`src/csd_ram.sv`:
```
// Generic simple dual-port RAM (one write port, one read port) with registered read.
// No dependencies.
module csd_ram #(
  parameter int unsigned Width = 8,
  parameter int unsigned Depth = 64
) (
  input  logic                     clk,
  input  logic                     we,
  input  logic [$clog2(Depth)-1:0] waddr,
  input  logic [Width-1:0]         wdata,
  input  logic [$clog2(Depth)-1:0] raddr,
  output logic [Width-1:0]         rdata
);
  logic [Width-1:0] mem [Depth];

  always_ff @(posedge clk) begin
    if (we) begin
      mem[waddr] <= wdata;
    end
    rdata <= mem[raddr];
  end
endmodule

```
`config.mk`:
```
export PLATFORM = sky130hd
export DESIGN_NAME = csd_ram
export DESIGN_NICKNAME = d
export VERILOG_FILES = /design/src/csd_ram.sv
export SDC_FILE = /design/constraint.sdc
export NUM_CORES = 1
export LEC_CHECK = 0
export ABC_CLOCK_PERIOD_IN_PS = 5000
export BUFFER_PORTS_ARGS = -buffer_cell sky130_fd_sc_hd__buf_2
export CAP_MARGIN = 25
export CORE_MARGIN = 5
export CORE_UTILIZATION = 50
export CTS_CLUSTER_DIAMETER = 60
export DETAILED_ROUTE_END_ITERATION = 12
export PLACE_DENSITY = 0.66
export SYNTH_ARGS = -nofsm -noshare
export SYNTH_HDL_FRONTEND = slang
export SYNTH_SLANG_ARGS = --single-unit
```
`constraint.sdc`:
```
create_clock -name clk -period 5 [get_ports clk]
set_input_delay 0.75 -clock clk [delete_from_list [all_inputs] [get_ports clk]]
set_output_delay 0.75 -clock clk [all_outputs]
set_load 0.02 [all_outputs]
```
# Word-level counts from Yosys, hierarchy flattened
# Memory sizes are Yosys's and may differ from the RTL's. A register that Yosys moved wholly into a read port is not among the register bits.
# Cells that the tools add are included.
# totals
output_inout_bits	8
register_bits	0
wordCells	3
mem_bits_rw	512
memories	1
in_bits	22
# memory_table
name	depth	word_bits	read_ports	rd_ports_with_merged_regs	write_ports	line_no	text
mem	64	8	1	1	1	14	logic [Width-1:0] mem [Depth];
# op_classes
muxes	2
# ops
op	n
two-way mux 1 bit	2

# Longest topological paths before layout
# depth
depth_word	2
depth_mapped	9
depth_no_buf	5

# Worst setup path after synthesis
# OpenSTA, ideal clock, no wires.
# synth_timing
path_type	input-to-reg
from	in raddr[1]
to	reg rdata[3] (read register of mem)
n_path_buf	3
required_time_ps	4872
setup_time_ps	128
slack_ps	2582
t_arrival_ps	2290
path_stages	7
path_cell_list	buf_4 > buf_2 > buf_2 > mux4_2 > mux4_2 > o21ai_1 > o41ai_1
# synth_rtl
element	line_no	text
from (decl)	11	input logic [$clog2(Depth)-1:0] raddr,
to (decl)	12	output logic [Width-1:0] rdata

==> run metrics <==
outcome=completed; Setup CP Type=in2reg; die height=211 µm; Crit path required time=5420 ps; row count=73; Area Overhead vs Synth=12.0%; flops & latches, synth=520; Worst slew margin=33.5%; Async SR Flop Fraction=0%; chip width=211 µm; Slowest cell on crit path=a2111oi_0; sw power=1860 µW; Worst Skew=20.1 ps; setup repair bufs after CTS=0; CTS resizes=0; RSZ-0062 raised after global routing=no; DR vias=9555; fillers=2982; synth unique cells=40; Post-synth EDFFs=512; CTS clock-pin slew for the worst setup and hold paths=60 ps; H-Tree Depth=2; via count of the first global-routing pass=9771; Pins Over Slew Limit=0; largest net degree at the start of global routing=65; Post-synth top cells=512 x edfxtp_1, 126 x mux4_2, 83 x nor2_1; I/O Buffers=29; Root Buffer=clkbuf_16; Area contributors post-synth=edfxtp_1 76%, mux4_2 14%, nor2_1 1.5%, mux2i_1 1.1%, dfxtp_1 0.79%; Layout Nets=1014; Netlist Area Pre-Place=0.0202 mm²; CP cell instances=clkbuf_8 -> buf_12 -> mux4_2 -> nor2b_1 -> a2111oi_0 -> o41ai_1; Sum Neg Setup Slack=0 ps; CP Launch Type=primary input; synthesized instance count=940; sequential share of power=53.0%; Post-Synth Simple-Gate Area=3.39%; Die Area=0.0444 mm²; mux cell area share after synthesis=15.9%; placed inst area=0.0209 mm²; sequential share of the synthesized area=77.0%; CP Buf/Inv Count=2; peak supply drop=303 µV; TritonCTS clock tree=yes; Yosys top cell area share=76.2%; Via density=6.13; part of the power in combinational logic=4.9%; Final setup viols=0; Worst-Margin Slew=994 ps; share of layout cells above drive strength 1=25.4%; maximum root-to-sink buffer count=3; Clk Latency, worst-skew pair=590 ps; Clk pwr share=42.1%; global-route wire length before repair=65200 µm; register area=0.0155 mm²; crit path time final=2850 ps; syn_area_per_cell=21.5 µm²; cts hold-fix bufs=0; Finished Core Util=56.7%; total wire length=43300 µm; worst hold path endpoint=rdata[0]; post-DR wirelength/cell=27.8 µm; Post-Synth XOR/XNOR Area=0%; Initial Utilization=50.6%; Internal Power=7270 µW; Lkg Pwr=0.00702 µW; total CTS buffers=52; initial DRC count=913; Yosys Warn Count=0; adder-cell area share of the yosys netlist=0%; Sink Count=520; area of the multi-input gates=0.00432 mm²; Min-Delay Path Depth=3; # placed instances=1462; min-delay worst type=in2reg; first drt pass iteration count=5; # IOs=30; worst min-delay path startpoint=raddr[5]; Reg2Reg Capture Point=rdata[5]; Pwr per Cell Area=405 mW/mm²; main flop type after synthesis=edfxtp_1; syn_nets=962; Synth Area in Compound Gates=2.07%; largest family of logic cells by synthesized area=multiplexers; Routed Antenna Nets=0; Worst setup EP type=flop; cell taking the most area after synthesis=edfxtp_1; critical path arrival=3280 ps; GR Overflow Total=0; final cell count without fillers=1558; final hold vios=0; Total Routing Usage GR=20.0%; FF-to-FF Start=mem[3][5]; Crit path max-delay family=compound AO/OA/AOI/OAI gates; CP Max Fanout=54; slowest stage delay, CP=820 ps; core area=0.0398 mm²; antenna violations before repair=1; switching share of power=20.4%; top-count cell post-synth=edfxtp_1; Reg2Reg Depth=4; gpl congestion=0.856; dpl hpwl=26600 µm; MaxCap Viol Count=0; period utilization=57.0%; fmax=351 MHz; FF-to-FF setup slack=2870 ps; DRC errors left=0; post-route cell area=0.0226 mm²
==> tightest hold or removal path: stages <==
cell and delay [ps]:
buf_2 240, nand2_1 130, o2bb2ai_1 60
==> state kept, by name (all words and copies together) (netlist names) <==
name and count:
mem 512, rdata 8
==> logic make-up (layout without fill, tap and decap cells) <==
logic type             count (synthesis)  count (layout)
AOI/OAI and AO/OA                     54              54
buffers and inverters                 51             143
DFF                                  520             520
muxes                                162             162
other                                  0               1
and+or+nand+nor                      153             153
==> power groups by stage <==
stage,registers (µW),logic [µW],clock network (µW)
after floorplan,4930,257,0
after global placement,4930,436,0
after detailed placement,4930,449,0
after CTS,4840,450,3920
after global routing,4840,479,4120
final,4840,444,3850
==> metrics by stage <==
stage | hold WS, ps | setup WS [ps] | power, µW
floorplan | 718 | 2580 | 5190
global placement | 806 | 1580 | 5370
detailed placement | 819 | 1580 | 5380
CTS | 620 | 2180 | 9210
global route | 640 | 2090 | 9440
finish | 649 | 2150 | 9140
==> routing by layer <==
metal / wire, µm / share of wire (%) / global-route usage (%)
met1: 17800 / 41 / 28.7
met2: 20400 / 47 / 30.7
met3: 3870 / 8.9 / 5.63
met4: 1190 / 2.8 / 5.45
met5: 12 / 0.028 / 0
==> worst max-delay path by stage <==
stage | start | to | slack (ps) | cells after the start
after floorplan | raddr[1] | rdata[3] | 2580 | 7
after global placement | raddr[0] | rdata[5] | 1580 | 6
after detailed placement | raddr[0] | rdata[5] | 1580 | 6
after CTS | raddr[0] | rdata[5] | 2180 | 6
after global routing | raddr[0] | rdata[4] | 2090 | 7
final | raddr[0] | rdata[5] | 2150 | 6
==> layout by cell type (no fill, tap or decap), types with 3 or more instances in the layout <==
cell type,Yosys,layout
o2bb2ai_1,3,3
mux4_2,126,126
clkinv_1,0,9
bufinv_16,0,6
clkbuf_16,0,53
a22oi_1,3,3
o2111ai_1,3,3
edfxtp_1,512,512
nand3b_1,3,3
buf_2,11,26
nand2_1,19,19
nand2b_1,7,7
a21oi_1,3,3
nand3_1,13,13
o22ai_1,8,8
o221ai_1,8,8
clkinv_2,0,7
a211oi_1,4,4
mux2i_1,23,23
clkbuf_8,0,3
nor3_1,7,7
clkbuf_1,17,13
nor2b_1,14,14
buf_4,13,16
a221oi_1,6,6
nor2_1,83,83
mux2_2,13,13
buf_12,2,6
dfxtp_1,8,8
==> area by class of cell <==
class                      count  share of cell area, %
tap                          525                   2.91
multi-input combinational    369                   19.1
antenna                        1                 0.0111
clock inverter                26                   1.25
timing repair buffer          49                   1.70
sequential                   520                   68.8
clock buffer                  68                   6.21
Note: power is estimated with default switching activity, not from simulation.
